[src/hw/rtl/bresenham_line_stepper_macros.svh]
// ---------------------------------------------------------------------------
// Bresenham line stepper assertion macros
// Shorthand for the concurrent checks of the line stepper.
// ---------------------------------------------------------------------------
`ifndef BRESENHAM_LINE_STEPPER_MACROS_SVH
`define BRESENHAM_LINE_STEPPER_MACROS_SVH

// Same-cycle implication, disabled during reset.
`define BLSP_ASSERT_NOW(label, clk, rst_n, ante, cons, msg) \
    label: assert property (@(posedge clk) disable iff (!rst_n) (ante) |-> (cons)) \
        else $error(msg);

// Next-cycle implication, disabled during reset.
`define BLSP_ASSERT_NEXT(label, clk, rst_n, ante, cons, msg) \
    label: assert property (@(posedge clk) disable iff (!rst_n) (ante) |=> (cons)) \
        else $error(msg);

`endif

[src/hw/rtl/blsp_pkg.sv]
// ---------------------------------------------------------------------------
// Bresenham line stepper package
// Item kinds and the control structs passed between the stepper's parts.
// ---------------------------------------------------------------------------
package blsp_pkg;

    typedef enum logic {
        KIND_LOAD = 1'b0,
        KIND_STEP = 1'b1
    } kind_t;

    typedef struct packed {
        kind_t kind;
        logic  dir_x_neg;
        logic  dir_y_neg;
        logic  major_is_x;
    } cmd_ctrl_t;

    typedef struct packed {
        logic active;
        logic emit;
        logic at_end;
        logic cmd_pop;
    } back_status_t;

endpackage

[src/hw/rtl/bresenham_line_stepper.sv]
// ---------------------------------------------------------------------------
// Bresenham line stepper
// All-octant integer line stepper: a load item sets up a line, each step
// item on an active line returns the next pixel with its major-axis progress.
//
// Channel   Direction  Handshake     Payload
// input     in         push / full   kind, start_x, start_y, end_x, end_y
// result    out        pop / empty   pixel_x, pixel_y, major_done,
//                                    major_length, last
//
// An item is classified and set up in the cycle it is pushed and waits in a
// two-entry command queue. The back end takes one item per cycle from it
// and stalls only on a step for an active line while the result queue is
// full; the front stalls only on a full command queue. A step item goes
// from the command queue to the two-entry result queue when it is emitted.
// Reset empties both queues and clears the line state.
// ---------------------------------------------------------------------------
`include "bresenham_line_stepper_macros.svh"

module bresenham_line_stepper
    import blsp_pkg::*;
#(
    parameter int COORD_BITS = 12
)
(
    input  logic                          clk,
    input  logic                          rst_n,
    input  logic                          push,
    output logic                          full,
    input  logic                          kind,
    input  logic signed [COORD_BITS-1:0]  start_x,
    input  logic signed [COORD_BITS-1:0]  start_y,
    input  logic signed [COORD_BITS-1:0]  end_x,
    input  logic signed [COORD_BITS-1:0]  end_y,
    output logic                          empty,
    input  logic                          pop,
    output logic signed [COORD_BITS-1:0]  pixel_x,
    output logic signed [COORD_BITS-1:0]  pixel_y,
    output logic [COORD_BITS-1:0]         major_done,
    output logic [COORD_BITS-1:0]         major_length,
    output logic                          last
);

    localparam int C         = COORD_BITS;
    localparam int CTRL_BITS = $bits(cmd_ctrl_t);
    localparam int CMD_BITS  = CTRL_BITS + 6 * C;
    localparam int RES_BITS  = 4 * C + 1;

    cmd_ctrl_t            front_ctrl;
    logic [C-1:0]         front_dx;
    logic [C-1:0]         front_dy;
    logic [CMD_BITS-1:0]  cmd_wdata;
    logic [CMD_BITS-1:0]  cmd_rdata;
    logic                 cmd_empty;
    logic                 cmd_pop;
    cmd_ctrl_t            cmd_ctrl;
    logic [C-1:0]         cmd_origin_x;
    logic [C-1:0]         cmd_origin_y;
    logic [C-1:0]         cmd_target_x;
    logic [C-1:0]         cmd_target_y;
    logic [C-1:0]         cmd_step_dx;
    logic [C-1:0]         cmd_step_dy;
    logic                 res_full;
    logic                 res_push;
    logic [RES_BITS-1:0]  res_wdata;
    logic [RES_BITS-1:0]  res_rdata;
    back_status_t         status;

    blsp_front #(.COORD_BITS(C)) u_front (
        .kind    (kind),
        .start_x (start_x),
        .start_y (start_y),
        .end_x   (end_x),
        .end_y   (end_y),
        .ctrl    (front_ctrl),
        .step_dx (front_dx),
        .step_dy (front_dy)
    );

    assign cmd_wdata = {front_ctrl, start_x, start_y, end_x, end_y, front_dx, front_dy};

    blsp_queue #(.WIDTH(CMD_BITS), .DEPTH(2)) u_cmd_queue (
        .clk   (clk),
        .rst_n (rst_n),
        .push  (push),
        .wdata (cmd_wdata),
        .full  (full),
        .pop   (cmd_pop),
        .rdata (cmd_rdata),
        .empty (cmd_empty)
    );

    assign {cmd_ctrl, cmd_origin_x, cmd_origin_y, cmd_target_x, cmd_target_y,
            cmd_step_dx, cmd_step_dy} = cmd_rdata;

    blsp_back #(.COORD_BITS(C)) u_back (
        .clk          (clk),
        .rst_n        (rst_n),
        .cmd_empty    (cmd_empty),
        .cmd_ctrl     (cmd_ctrl),
        .cmd_origin_x (cmd_origin_x),
        .cmd_origin_y (cmd_origin_y),
        .cmd_target_x (cmd_target_x),
        .cmd_target_y (cmd_target_y),
        .cmd_step_dx  (cmd_step_dx),
        .cmd_step_dy  (cmd_step_dy),
        .cmd_pop      (cmd_pop),
        .res_full     (res_full),
        .res_push     (res_push),
        .res_data     (res_wdata),
        .status       (status)
    );

    blsp_queue #(.WIDTH(RES_BITS), .DEPTH(2)) u_res_queue (
        .clk   (clk),
        .rst_n (rst_n),
        .push  (res_push),
        .wdata (res_wdata),
        .full  (res_full),
        .pop   (pop),
        .rdata (res_rdata),
        .empty (empty)
    );

    assign {pixel_x, pixel_y, major_done, major_length, last} = res_rdata;

    `BLSP_ASSERT_NOW(a_emit_has_room, clk, rst_n, status.emit, !res_full && status.active, "Pixel emitted without room or line")
    `BLSP_ASSERT_NOW(a_pop_has_item, clk, rst_n, status.cmd_pop, !cmd_empty, "Command taken from an empty queue")
    `BLSP_ASSERT_NEXT(a_end_stops_line, clk, rst_n, status.emit && status.at_end && !(cmd_ctrl.kind == KIND_LOAD), !status.active, "Line still active after its endpoint")

endmodule

[src/hw/rtl/blsp_front.sv]
// ---------------------------------------------------------------------------
// Bresenham line stepper front end
// Classifies an item and works out the line setup for a load.
// ---------------------------------------------------------------------------
module blsp_front
    import blsp_pkg::*;
#(
    parameter int COORD_BITS = 12
)
(
    input  logic                   kind,
    input  logic [COORD_BITS-1:0]  start_x,
    input  logic [COORD_BITS-1:0]  start_y,
    input  logic [COORD_BITS-1:0]  end_x,
    input  logic [COORD_BITS-1:0]  end_y,
    output cmd_ctrl_t              ctrl,
    output logic [COORD_BITS-1:0]  step_dx,
    output logic [COORD_BITS-1:0]  step_dy
);

    logic [COORD_BITS:0] diff_x;
    logic [COORD_BITS:0] diff_y;
    logic [COORD_BITS:0] abs_x;
    logic [COORD_BITS:0] abs_y;

    always_comb
    begin
        diff_x = {end_x[COORD_BITS-1], end_x} - {start_x[COORD_BITS-1], start_x};
        diff_y = {end_y[COORD_BITS-1], end_y} - {start_y[COORD_BITS-1], start_y};
        abs_x  = diff_x[COORD_BITS] ? (~diff_x + 1'b1) : diff_x;
        abs_y  = diff_y[COORD_BITS] ? (~diff_y + 1'b1) : diff_y;
        step_dx = abs_x[COORD_BITS-1:0];
        step_dy = abs_y[COORD_BITS-1:0];
        ctrl.kind       = kind_t'(kind);
        ctrl.dir_x_neg  = diff_x[COORD_BITS] || (diff_x == '0);
        ctrl.dir_y_neg  = diff_y[COORD_BITS] || (diff_y == '0);
        ctrl.major_is_x = (step_dx > step_dy);
    end

endmodule

[src/hw/rtl/blsp_queue.sv]
// ---------------------------------------------------------------------------
// Bresenham line stepper queue
// Small first-in first-out store with full and empty flags.
// ---------------------------------------------------------------------------
module blsp_queue
#(
    parameter int WIDTH = 8,
    parameter int DEPTH = 2
)
(
    input  logic             clk,
    input  logic             rst_n,
    input  logic             push,
    input  logic [WIDTH-1:0] wdata,
    output logic             full,
    input  logic             pop,
    output logic [WIDTH-1:0] rdata,
    output logic             empty
);

    localparam int PTR_BITS = (DEPTH > 1) ? $clog2(DEPTH) : 1;
    localparam int CNT_BITS = $clog2(DEPTH + 1);

    logic [WIDTH-1:0]    store_reg [DEPTH];
    logic [PTR_BITS-1:0] wr_ptr_reg;
    logic [PTR_BITS-1:0] wr_ptr_next;
    logic [PTR_BITS-1:0] rd_ptr_reg;
    logic [PTR_BITS-1:0] rd_ptr_next;
    logic [CNT_BITS-1:0] count_reg;
    logic [CNT_BITS-1:0] count_next;
    logic                do_push;
    logic                do_pop;

    assign full   = (count_reg == CNT_BITS'(DEPTH));
    assign empty  = (count_reg == '0);
    assign do_push = push && !full;
    assign do_pop  = pop && !empty;
    assign rdata  = store_reg[rd_ptr_reg];

    always_comb
    begin
        wr_ptr_next = wr_ptr_reg;
        rd_ptr_next = rd_ptr_reg;
        count_next  = count_reg;
        if (do_push)
        begin
            wr_ptr_next = (wr_ptr_reg == PTR_BITS'(DEPTH - 1)) ? '0 : wr_ptr_reg + 1'b1;
        end
        if (do_pop)
        begin
            rd_ptr_next = (rd_ptr_reg == PTR_BITS'(DEPTH - 1)) ? '0 : rd_ptr_reg + 1'b1;
        end
        if (do_push && !do_pop)
        begin
            count_next = count_reg + 1'b1;
        end
        else if (do_pop && !do_push)
        begin
            count_next = count_reg - 1'b1;
        end
    end

    always_ff @(posedge clk or negedge rst_n)
    begin
        if (!rst_n)
        begin
            wr_ptr_reg <= '0;
            rd_ptr_reg <= '0;
            count_reg  <= '0;
        end
        else
        begin
            wr_ptr_reg <= wr_ptr_next;
            rd_ptr_reg <= rd_ptr_next;
            count_reg  <= count_next;
        end
    end

    always_ff @(posedge clk)
    begin
        if (do_push)
        begin
            store_reg[wr_ptr_reg] <= wdata;
        end
    end

endmodule

[src/hw/rtl/blsp_back.sv]
// ---------------------------------------------------------------------------
// Bresenham line stepper back end
// Holds the line state, emits one pixel per step item on an active line, advances the error.
// ---------------------------------------------------------------------------
module blsp_back
    import blsp_pkg::*;
#(
    parameter int COORD_BITS = 12
)
(
    input  logic                      clk,
    input  logic                      rst_n,
    input  logic                      cmd_empty,
    input  cmd_ctrl_t                 cmd_ctrl,
    input  logic [COORD_BITS-1:0]     cmd_origin_x,
    input  logic [COORD_BITS-1:0]     cmd_origin_y,
    input  logic [COORD_BITS-1:0]     cmd_target_x,
    input  logic [COORD_BITS-1:0]     cmd_target_y,
    input  logic [COORD_BITS-1:0]     cmd_step_dx,
    input  logic [COORD_BITS-1:0]     cmd_step_dy,
    output logic                      cmd_pop,
    input  logic                      res_full,
    output logic                      res_push,
    output logic [4*COORD_BITS:0]     res_data,
    output back_status_t              status
);

    localparam int C = COORD_BITS;
    localparam int E = COORD_BITS + 3;

    logic [C-1:0]        cur_x_reg,    cur_x_next;
    logic [C-1:0]        cur_y_reg,    cur_y_next;
    logic [C-1:0]        origin_x_reg, origin_x_next;
    logic [C-1:0]        origin_y_reg, origin_y_next;
    logic [C-1:0]        target_x_reg, target_x_next;
    logic [C-1:0]        target_y_reg, target_y_next;
    logic [C-1:0]        step_dx_reg,  step_dx_next;
    logic signed [C:0]   step_dy_neg_reg, step_dy_neg_next;
    logic signed [E-1:0] error_reg,    error_next;
    logic                dir_x_neg_reg, dir_x_neg_next;
    logic                dir_y_neg_reg, dir_y_neg_next;
    logic                major_is_x_reg, major_is_x_next;
    logic                active_reg,   active_next;

    logic                is_load;
    logic                emit;
    logic                at_end;
    logic signed [E:0]   e2;
    logic signed [E:0]   dyn_wide;
    logic signed [E:0]   dx_wide;
    logic                move_x;
    logic                move_y;
    logic [C-1:0]        sel_cur;
    logic [C-1:0]        sel_org;
    logic [C:0]          done_diff;
    logic [C:0]          done_abs;
    logic [C:0]          len_wide;
    logic [C-1:0]        done;
    logic [C-1:0]        len;

    assign is_load = !cmd_empty && (cmd_ctrl.kind == KIND_LOAD);
    assign emit    = !cmd_empty && (cmd_ctrl.kind == KIND_STEP) && active_reg && !res_full;
    assign cmd_pop = !cmd_empty && ((cmd_ctrl.kind == KIND_LOAD) || !active_reg || !res_full);
    assign at_end  = (cur_x_reg == target_x_reg) && (cur_y_reg == target_y_reg);

    always_comb
    begin
        e2       = {error_reg[E-1], error_reg} <<< 1;
        dyn_wide = {{(E-C){step_dy_neg_reg[C]}}, step_dy_neg_reg};
        dx_wide  = {{(E+1-C){1'b0}}, step_dx_reg};
        move_x   = (e2 >= dyn_wide);
        move_y   = (e2 <= dx_wide);
        sel_cur   = major_is_x_reg ? cur_x_reg : cur_y_reg;
        sel_org   = major_is_x_reg ? origin_x_reg : origin_y_reg;
        done_diff = {sel_cur[C-1], sel_cur} - {sel_org[C-1], sel_org};
        done_abs  = done_diff[C] ? (~done_diff + 1'b1) : done_diff;
        done      = done_abs[C-1:0];
        len_wide  = ~step_dy_neg_reg + 1'b1;
        len       = major_is_x_reg ? step_dx_reg : len_wide[C-1:0];
    end

    assign res_push = emit;
    assign res_data = {cur_x_reg, cur_y_reg, done, len, at_end};
    assign status   = '{active: active_reg, emit: emit, at_end: at_end, cmd_pop: cmd_pop};

    always_comb
    begin
        cur_x_next       = cur_x_reg;
        cur_y_next       = cur_y_reg;
        origin_x_next    = origin_x_reg;
        origin_y_next    = origin_y_reg;
        target_x_next    = target_x_reg;
        target_y_next    = target_y_reg;
        step_dx_next     = step_dx_reg;
        step_dy_neg_next = step_dy_neg_reg;
        error_next       = error_reg;
        dir_x_neg_next   = dir_x_neg_reg;
        dir_y_neg_next   = dir_y_neg_reg;
        major_is_x_next  = major_is_x_reg;
        active_next      = active_reg;
        if (is_load)
        begin
            origin_x_next    = cmd_origin_x;
            origin_y_next    = cmd_origin_y;
            target_x_next    = cmd_target_x;
            target_y_next    = cmd_target_y;
            cur_x_next       = cmd_origin_x;
            cur_y_next       = cmd_origin_y;
            step_dx_next     = cmd_step_dx;
            step_dy_neg_next = ~{1'b0, cmd_step_dy} + 1'b1;
            error_next       = {{(E-C){1'b0}}, cmd_step_dx} - {{(E-C){1'b0}}, cmd_step_dy};
            dir_x_neg_next   = cmd_ctrl.dir_x_neg;
            dir_y_neg_next   = cmd_ctrl.dir_y_neg;
            major_is_x_next  = cmd_ctrl.major_is_x;
            active_next      = 1'b1;
        end
        else if (emit)
        begin
            if (at_end)
            begin
                active_next = 1'b0;
            end
            else
            begin
                error_next = error_reg
                           + (move_x ? dyn_wide[E-1:0] : '0)
                           + (move_y ? dx_wide[E-1:0] : '0);
                if (move_x)
                begin
                    cur_x_next = dir_x_neg_reg ? cur_x_reg - 1'b1 : cur_x_reg + 1'b1;
                end
                if (move_y)
                begin
                    cur_y_next = dir_y_neg_reg ? cur_y_reg - 1'b1 : cur_y_reg + 1'b1;
                end
            end
        end
    end

    always_ff @(posedge clk or negedge rst_n)
    begin
        if (!rst_n)
        begin
            cur_x_reg       <= '0;
            cur_y_reg       <= '0;
            origin_x_reg    <= '0;
            origin_y_reg    <= '0;
            target_x_reg    <= '0;
            target_y_reg    <= '0;
            step_dx_reg     <= '0;
            step_dy_neg_reg <= '0;
            error_reg       <= '0;
            dir_x_neg_reg   <= 1'b0;
            dir_y_neg_reg   <= 1'b0;
            major_is_x_reg  <= 1'b0;
            active_reg      <= 1'b0;
        end
        else
        begin
            cur_x_reg       <= cur_x_next;
            cur_y_reg       <= cur_y_next;
            origin_x_reg    <= origin_x_next;
            origin_y_reg    <= origin_y_next;
            target_x_reg    <= target_x_next;
            target_y_reg    <= target_y_next;
            step_dx_reg     <= step_dx_next;
            step_dy_neg_reg <= step_dy_neg_next;
            error_reg       <= error_next;
            dir_x_neg_reg   <= dir_x_neg_next;
            dir_y_neg_reg   <= dir_y_neg_next;
            major_is_x_reg  <= major_is_x_next;
            active_reg      <= active_next;
        end
    end

endmodule

[config.mk]
export PLATFORM = sky130hd
export DESIGN_NAME = bresenham_line_stepper
export DESIGN_NICKNAME = d
export VERILOG_FILES = /design/src/hw/rtl/blsp_pkg.sv /design/src/hw/rtl/bresenham_line_stepper.sv /design/src/hw/rtl/blsp_front.sv /design/src/hw/rtl/blsp_queue.sv /design/src/hw/rtl/blsp_back.sv
export VERILOG_INCLUDE_DIRS = /design/src /design/src/hw/rtl
export SDC_FILE = /design/constraint.sdc
export NUM_CORES = 1
export LEC_CHECK = 0
export BUFFER_PORTS_ARGS = -buffer_cell sky130_fd_sc_hd__buf_2
export CAP_MARGIN = 10
export CORE_ASPECT_RATIO = 1.2
export CORE_UTILIZATION = 52
export DETAILED_ROUTE_END_ITERATION = 10
export PLACE_DENSITY = 0.76
export REMOVE_ABC_BUFFERS = 1
export SLEW_MARGIN = 20
export SYNTH_ARGS = -nofsm -noshare
export SYNTH_HDL_FRONTEND = slang
export SYNTH_SLANG_ARGS = --single-unit
[constraint.sdc]
create_clock -name clk -period 11.95 [get_ports clk]
set_input_delay 2.9875 -clock clk [delete_from_list [all_inputs] [get_ports clk]]
set_output_delay 2.9875 -clock clk [all_outputs]
set_load 0.02 [all_outputs]
==> results of run 1 <==
cell families (layout without fill, tap and decap cells):
logic type | after synthesis | in the layout | share of synthesized area
flops | 374 | 374 | 0.5184
mux | 168 | 168 | 0.08705
xor+xnor | 154 | 154 | 0.06626
compound gates | 341 | 341 | 0.1037
buf+inv | 172 | 307 | 0.03313
fa+ha+maj | 147 | 147 | 0.09683
simple gates | 422 | 422 | 0.09463
path summary, 6_finish.rpt:
check                                               end
max reg2reg                        u_back.error_reg[11]
max in group asynchronous        u_res_queue.rd_ptr_reg
min in group asynchronous        u_cmd_queue.rd_ptr_reg
max                        u_cmd_queue.store_reg[1][72]
min                             u_back.origin_x_reg[11]
min reg2reg                     u_back.origin_x_reg[11]
metal layers:
metal / vias up / GRT usage / routed length [microns]
met5: - / 0 / 0
met4: 0 / 0.06667 / 1150
met3: 73 / 0.02771 / 2445
met2: 405 / 0.4056 / 22790
met1: 6790 / 0.3287 / 20790
li1: 6590 / - / -
synthesized netlist by cell type (4+ instances only):
| cell type | n | area (sq um) |
|---|---|---|
| ha_1 | 128 | 1602 |
| or2_2 | 4 | 25.02 |
| buf_2 | 5 | 25.02 |
| a2111oi_0 | 4 | 35.03 |
| nor3_1 | 42 | 210.2 |
| a21o_1 | 20 | 150.1 |
| nor4_1 | 11 | 68.82 |
| nand2_1 | 136 | 510.5 |
| nand3_1 | 26 | 130.1 |
| a21oi_1 | 91 | 455.4 |
| o21ai_0 | 119 | 595.6 |
| edfxtp_1 | 250 | 7507 |
| inv_1 | 119 | 446.7 |
| mux2i_1 | 91 | 910.9 |
| or3_1 | 13 | 81.33 |
| fa_1 | 19 | 380.4 |
| o21ai_1 | 4 | 20.02 |
| xor2_1 | 58 | 508.0 |
| nand4_1 | 9 | 56.30 |
| a31oi_1 | 4 | 25.02 |
| o31ai_1 | 9 | 67.56 |
| buf_1 | 8 | 30.03 |
| nor2b_1 | 23 | 143.9 |
| nor2_1 | 117 | 439.2 |
| o21a_1 | 24 | 180.2 |
| mux2_2 | 76 | 855.8 |
| clkbuf_1 | 35 | 131.4 |
| and2_1 | 9 | 56.30 |
| and3_1 | 7 | 43.79 |
| o31a_1 | 4 | 35.03 |
| a211oi_1 | 18 | 135.1 |
| xnor2_1 | 95 | 832.1 |
| dfrtp_1 | 124 | 3103 |
| nand2b_1 | 15 | 93.84 |
| a21boi_0 | 4 | 30.03 |
through the flow:
step / instances / instance area, sq um / setup WS [ns] / util
after floorplan: 1725 / 20240 / 4.874 / -
after global placement: 2367 / 21550 / 4.569 / 0.5563
after detailed placement: 2367 / 21550 / 4.502 / 0.5563
after CTS: 2439 / 22830 / 5.040 / 0.5892
after global routing: 2439 / 22830 / 4.725 / 0.5893
final: 2439 / 22830 / 5.020 / 0.5893
worst max-delay path: cells and delay by family:
family	cells	cell delay, ns
fa+ha+maj	3	0.93
simple gates	3	0.25
compound gates	11	2.62
buf+inv	2	0.25
xor+xnor	1	0.16
final cells by class:
class	instances	area, sq um
Sequential cell	374	10620
Tap cell	526	658.1
Timing Repair Buffer	116	615.6
Clock buffer	52	1111
Multi-Input combinational cell	1232	9218
Fill cell	3171	15920
Clock inverter	20	163.9
Inverter	119	446.7
==> impl_metrics.ini, run 1 <==
[clocking]
clk_pin_slew_ns = 0.07
clk_path_buf_depth = 3
cts_hold_buffers = 0
cts_buffers = 39
tritoncts = done
root_buffer = clkbuf_16
clock-sinks = 374
cts_resized = 0
post_cts_buffers = 0
htreeDepth = 2
clock_latency_ns = 0.56

[layout]
layout.nets = 2082
mostFrequentLayoutCell = edfxtp_1
drive_above_1_share = 0.1485
antennaDiodeCount = 0
largest_register_ffs = 152
final_cell_mix = edfxtp_1 (250), nand2_1 (136), ha_1 (128)
areaGrowthSynthToFinish_pct = 11.55

[setup_path]
startpoint_type = input pin
cp-end-kind = register
path_class = input pin to register
critical_path_arrival_ns = 7.21
worstPathMaxFanout = 14
cpMaxStageDelayCell = fa_1
rr_startpoint = u_back.step_dx_reg[2]
crit_chain = buf_2 > ha_1 > inv_1 > fa_1 > a211oi_2 > nor2_1 > o31a_1 > o211a_1 > o21a_1 > o21ai_2 > a41o_2 > a21boi_2 > xor2_1 > ha_1 > a21o_1 > a21o_1 > a21oi_1 > nor2_1 > a2111oi_0 > nor2_1
ff2ff_setup_slack_ns = 6.80
ff2ff_path_depth = 21
crit_required_ns = 12.23
slowest_delay_ns = 0.45
path_common_cell = nor2_1
crit_start = start_y[0]

[sta]
slew_violations = 0
holdWs_ns = 0.4968
fin_crit_sh = 0.5799
setup_tns_ns = 0
slew_headroom = 0.2434
clock_skew_ns = 0.01434
fmax_ghz = 0.1443
grt_setup_unrepaired = false
final.min_clock_period_ns = 6.930
worst_pin_slew_ns = 1.135
setup_viol = 0
final_hold_viol_count = 0

[hold_path]
whs_path_depth = 1
min_from = u_back.origin_x_reg[11]
hold_path.class = register to register

[yosys]
synth_ff_type = edfxtp_1
synthArstFlopShare = 0.3316
synth-edff-count = 250
syn_inst = 1778
ys_seq_elements = 374
synth.cell_area_sq_um = 20470
avgSynthCellArea_sq_um = 11.51
yosysWarnings = 0
ys_types = 75
ys_seq_area_frac = 0.5184

[routing]
antenna_left = 0
routedWlPerCell_microns = 19.34
drc = 0
via_per_inst = 5.682
first_pass_iters = 7
detail_route.wirelength_microns = 47170
drt_iter0_markers = 1087
via_count = 13858

[floorplan]
rows = 79
core_area_sq_um = 38750
start_util = 0.5283
io_pins = 104
fp.dieArea_sq_um = 40160
die_height_microns = 219.3
die_w_microns = 183.1

[global_route]
antenna_found_initial = 0
grt_pass1_vias = 13856
grt_overflow = 0
grt.total_usage = 0.2405
grt_pass1_wl_microns = 74850
grt_max_degree = 83

[job]
maxCapViolCount = 0

[placement]
port_buffers = 103
hpwlAfterDp_microns = 34310
gp_congestion = 0.9289

[outcome]
status = finished clean
Power of run 1 is left out: the tool's default activity adds up to more than one toggle a clock period on the data nets, which glitch-free logic cannot reach.
==> inputs of run 2 (changes only) <==
- ABC_AREA: not set -> 1
- PLACE_DENSITY: 0.76 -> 0.79
- clock period: 11.95 -> 6.3 ns (I/O delays scaled with it)
==> run 2 against run 1 <==
Critical path depth up 2; die area up 3.8%; global-route usage up 0.79 points; largest cell class unchanged; highest routed layer unchanged.
==> impl_metrics.ini, run 2 <==
[sta]
worst_pin_slew_ns = 1.046
fin_crit_sh = 0.7502
setup_tns_ns = 0
clock_skew_ns = 0.01800
setup_viol = 0
final_hold_viol_count = 0
slew_headroom = 0.3026
fmax_ghz = 0.2116
final.min_clock_period_ns = 4.726
holdWs_ns = 0.4740
slew_violations = 0
grt_setup_unrepaired = false

[yosys]
syn_inst = 2419
ys_seq_elements = 374
synth_ff_type = edfxtp_1
synthTopCellsByArea = edfxtp_1 (35%), dfrtp_1 (15%), nand2_1 (13%), ha_1 (7.5%), inv_1 (4.9%)
ys_seq_area_frac = 0.4994
yosysWarnings = 0
yosys-top-cells-count = nand2_1 (744), inv_1 (278), edfxtp_1 (250)
ys_types = 53
synth.cell_area_sq_um = 21250
avgSynthCellArea_sq_um = 8.783
synthMostInstantiatedCell = nand2_1
yosysTopAreaCellShare = 0.3534
synthArstFlopShare = 0.3316
synth-edff-count = 250
yosysTopAreaCell = edfxtp_1

[layout]
stdcell_count = 3076
mostFrequentLayoutCell = nand2_1
final_core_util = 0.5877
areaGrowthSynthToFinish_pct = 10.75
final_cell_mix = nand2_1 (744), inv_1 (278), edfxtp_1 (250)
layout.nets = 2712
largest_register_ffs = 152
drive_above_1_share = 0.08776

[setup_path]
worstPathMaxFanout = 15
ff2ff_path_depth = 22
rr_startpoint = u_back.step_dy_neg_reg[6]
crit_required_ns = 6.75
critical_path_arrival_ns = 5.17
startpoint_type = register
ff2ff_setup_slack_ns = 1.57
cp-end-kind = register
path_class = register to register
r2r-end = u_back.error_reg[10]

[placement]
port_buffers = 103
dpl.cell_count = 3005
hpwlAfterDp_microns = 38130
gp_congestion = 0.9399

[global_route]
grt.total_usage = 0.2484
grt_max_degree = 95
grt_pass1_vias = 16134
antenna_found_initial = 2
grt_pass1_wl_microns = 82600
grt_overflow = 0

[floorplan]
rows = 80
die_w_microns = 186.5
die_height_microns = 223.4
start_util = 0.5306
core_area_sq_um = 40040
fp.dieArea_sq_um = 41670
io_pins = 104

[clocking]
clk_path_buf_depth = 3
cts_resized = 0
tritoncts = done
clock-sinks = 374
root_buffer = clkbuf_16
cts_buffers = 38
htreeDepth = 2
cts_hold_buffers = 0
post_cts_buffers = 0
clock_latency_ns = 0.54
clk_pin_slew_ns = 0.06

[routing]
drt_iter0_markers = 1166
drc = 0
routedWlPerCell_microns = 16.57
via_per_inst = 5.399
antenna_left = 0
via_count = 16607
first_pass_iters = 5
detail_route.wirelength_microns = 50970

[hold_path]
whs_path_depth = 2
hold_path.class = register to register
worstHoldEndpoint = u_back.origin_y_reg[6]
min_from = u_back.origin_y_reg[6]

[outcome]
status = finished clean

[job]
maxCapViolCount = 0
run 2: worst max path at each step:
stage | from | to | slack, ns | depth (start not counted)
2_1_floorplan | u_cmd_queue.rd_ptr_reg | u_back.error_reg[1] | -1.39 | 7
3_3_place_gp | end_x[0] | u_cmd_queue.store_reg[0][72] | 1.42 | 22
3_5_place_dp | end_x[0] | u_cmd_queue.store_reg[0][72] | 1.31 | 22
4_1_cts | u_back.step_dy_neg_reg[6] | u_back.error_reg[10] | 1.60 | 23
5_1_grt | u_back.step_dy_neg_reg[6] | u_back.error_reg[10] | 1.26 | 23
6_report | u_back.step_dy_neg_reg[6] | u_back.error_reg[10] | 1.57 | 22
run 2: worst max-delay path, stage by stage (launching register included):
cell	delay [ns]
dfrtp_1	0.50
inv_1	0.11
ha_1	0.29
nand2_1	0.07
nor2_1	0.14
nand3_1	0.09
nand3_1	0.16
nand2_1	0.09
nand2_1	0.07
nand2_1	0.05
nand2_1	0.55
inv_1	0.16
nor2_1	0.19
fa_1	0.44
ha_1	0.36
a21oi_1	0.21
a21boi_0	0.42
o21ai_0	0.20
inv_1	0.09
nor2_1	0.05
o21ai_0	0.15
nand3_1	0.09
a31oi_1	0.16
run 2: final cells by class:
cell class / instances / area (sq um)
fill: 3409 / 16510
sequential: 374 / 10610
multi-input combinational: 1692 / 9305
inverter: 288 / 1081
clock buffer: 47 / 984.7
tap: 533 / 666.9
timing repair buffer: 118 / 630.6
clock inverter: 22 / 245.2
antenna: 2 / 5.005
run 2: cell families (layout without fill, tap and decap cells):
group | after synthesis | after routing | share of synthesized area
buf+inv | 353 | 475 | 0.06437
compound gates | 345 | 345 | 0.09093
simple gates | 1109 | 1109 | 0.2138
fa+ha+maj | 147 | 147 | 0.09329
flops | 374 | 374 | 0.4994
mux | 5 | 5 | 0.002356
other cells | 0 | 2 | 0
xor+xnor | 86 | 86 | 0.03581
run 2: stage by stage:
step	area, sq um	setup WS [ns]
final	23530	1.574
after CTS	23530	1.601
after global routing	23530	1.257
after detailed placement	22300	1.312
after floorplan	20960	-1.386
after global placement	22300	1.418
run 2: metal layers:
metal  vias up  wire, microns  track usage
li1       8195              -            -
met1      7865          21610       0.3276
met2       466          25140       0.4308
met3        81           3010      0.02816
met4         0           1213      0.07403
met5         -              0            0
Power of run 2 is left out for the same reason.
==> inputs of run 3 (changes only) <==
- ABC_AREA: 1 -> 0
- clock period: 6.3 -> 4.2 ns (I/O delays scaled with it)
==> run 3 against run 2 <==
The flow now finishes with violations (negative setup slack); register-to-register slack lost 1.8 ns; clock skew shrank 0.0044 ns; wire length increased by 0.42%; count of clock-buffer cells in the layout grew 1; fmax up 7.2%; critical path depth is 2 lower; die area fell by 3.6%; largest cell class unchanged.
==> impl_metrics.ini, run 3 (same netlist as run 1, synthesis figures left out) <==
[routing]
via_count = 15078
antenna_left = 0
first_pass_iters = 5
routedWlPerCell_microns = 19.00
drt_iter0_markers = 1081
via_per_inst = 5.597
detail_route.wirelength_microns = 51190
drc = 0

[floorplan]
rows = 79
die_w_microns = 183.1
core_area_sq_um = 38750
fp.dieArea_sq_um = 40160
start_util = 0.5283
io_pins = 104
die_height_microns = 219.3

[job]
maxCapViolCount = 0

[setup_path]
path_class = register to register
crit_start = u_back.error_reg[4]
critical_path_arrival_ns = 4.87
path_common_cell = a21o_1
cp-end-kind = register
rr_startpoint = u_back.error_reg[4]
ff2ff_path_depth = 20
cpMaxStageDelayCell = fa_1
crit_chain = buf_4 > ha_1 > nor3_1 > a2111oi_4 > o21ai_4 > buf_6 > nand2_2 > fa_1 > inv_2 > ha_4 > fa_2 > a21o_1 > a21o_1 > a21oi_2 > o21ai_2 > a41oi_2 > nor2b_4 > xnor2_1 > mux2i_1 > a21oi_1
crit_required_ns = 4.66
r2r-end = u_back.error_reg[11]
startpoint_type = register
worst-path-stages = 20
slowest_delay_ns = 0.52
ff2ff_setup_slack_ns = -0.21
crit_end = u_back.error_reg[11]
worstPathMaxFanout = 3
critPathTopFamily = compound AO/OA/AOI/OAI gates
worst-path-buf-inv = 3

[layout]
drive_above_1_share = 0.2874
largest_register_ffs = 152
final_core_util = 0.6548
layout.nets = 2340
fill_cells = 2882
areaGrowthSynthToFinish_pct = 23.95
mostFrequentLayoutCell = buf_4
antennaDiodeCount = 0
final_cell_mix = buf_4 (259), edfxtp_1 (250), nand2_1 (132)

[clocking]
htreeDepth = 2
tritoncts = done
clock_latency_ns = 0.54
clk_pin_slew_ns = 0.07
root_buffer = clkbuf_16
clk_path_buf_depth = 3
cts_hold_buffers = 0
cts_buffers = 37
clock-sinks = 374

[global_route]
antenna_found_initial = 0
grt_overflow = 0
grt_pass1_wl_microns = 80100
grt_max_degree = 73
grt.total_usage = 0.2573
grt_pass1_vias = 15076

[sta]
fin_crit_sh = 1.050
final_hold_viol_count = 0
grt_setup_unrepaired = true
slew_headroom = 0.3866
fmax_ghz = 0.2267
layout_setup_ws_ns = -0.2105
final.min_clock_period_ns = 4.411
slew_violations = 0
clock_skew_ns = 0.01360
worst_pin_slew_ns = 0.9201
setup_viol = 8
setup_tns_ns = -0.7844
holdWs_ns = 0.4926

[placement]
hpwlAfterDp_microns = 37450
port_buffers = 103
gp_congestion = 0.9611
place_ws_ns = -1.108

[hold_path]
hold_path.class = register to register
whs_path_depth = 1

[outcome]
status = finished, violations left
failed_checks = negative setup slack
run 3: layout make-up:
class | count | area [sq um] | share of cell area
Multi-Input combinational cell | 1232 | 9749 | 0.3843
Timing Repair Buffer | 376 | 2685 | 0.1058
Inverter | 119 | 449.2 | 0.01770
Tap cell | 526 | 658.1 | 0.02594
Clock inverter | 19 | 201.4 | 0.007940
Sequential cell | 374 | 10620 | 0.4186
Clock buffer | 48 | 1008 | 0.03975
run 3: how the worst min path moves through the flow:
stage                     slack [ns]                      from                       end
after global placement          0.48  u_cmd_queue.count_reg[1]  u_cmd_queue.count_reg[1]
after floorplan                 0.46    u_cmd_queue.wr_ptr_reg    u_cmd_queue.wr_ptr_reg
after global routing            0.53  u_cmd_queue.count_reg[1]  u_cmd_queue.count_reg[1]
after CTS                       0.49  u_cmd_queue.count_reg[1]  u_cmd_queue.count_reg[1]
after detailed placement        0.48  u_cmd_queue.count_reg[1]  u_cmd_queue.count_reg[1]
final                           0.49  u_cmd_queue.count_reg[1]  u_cmd_queue.count_reg[1]
run 3: metrics by stage:
step	instance area (sq um)	std cells
2_1_floorplan	20240	1725
3_3_place_gp	23320	2597
3_5_place_dp	23320	2597
4_1_cts	24990	2681
5_1_grt	25370	2694
6_report	25370	2694
run 3: routing by layer:
layer	vias to the layer above	routed length (microns)	track usage
met4	0	1628	0.08917
met3	97	2158	0.02489
met1	7471	22180	0.3408
li1	7092	-	-
met2	418	25230	0.4417
met5	-	0	0
run 3: repair_timing:
item | in CTS | in global routing
setup buffers | 17 | 16
gates cloned | 0 | 0
pin swaps | 53 | 46
setup endpoints to repair | 11 | 12
resized for setup | 78 | 66
run 3: worst reg2reg max path, cell delays in order, from the launching register on:
cell	delay (ns)
dfrtp_1	0.40
buf_4	0.16
ha_1	0.31
nor3_1	0.39
a2111oi_4	0.12
o21ai_4	0.23
buf_6	0.13
nand2_2	0.06
fa_1	0.52
inv_2	0.05
ha_4	0.16
fa_2	0.34
a21o_1	0.17
a21o_1	0.18
a21oi_2	0.19
o21ai_2	0.09
a41oi_2	0.28
nor2b_4	0.20
xnor2_1	0.12
mux2i_1	0.09
a21oi_1	0.14
Power of run 3 is left out for the same reason.
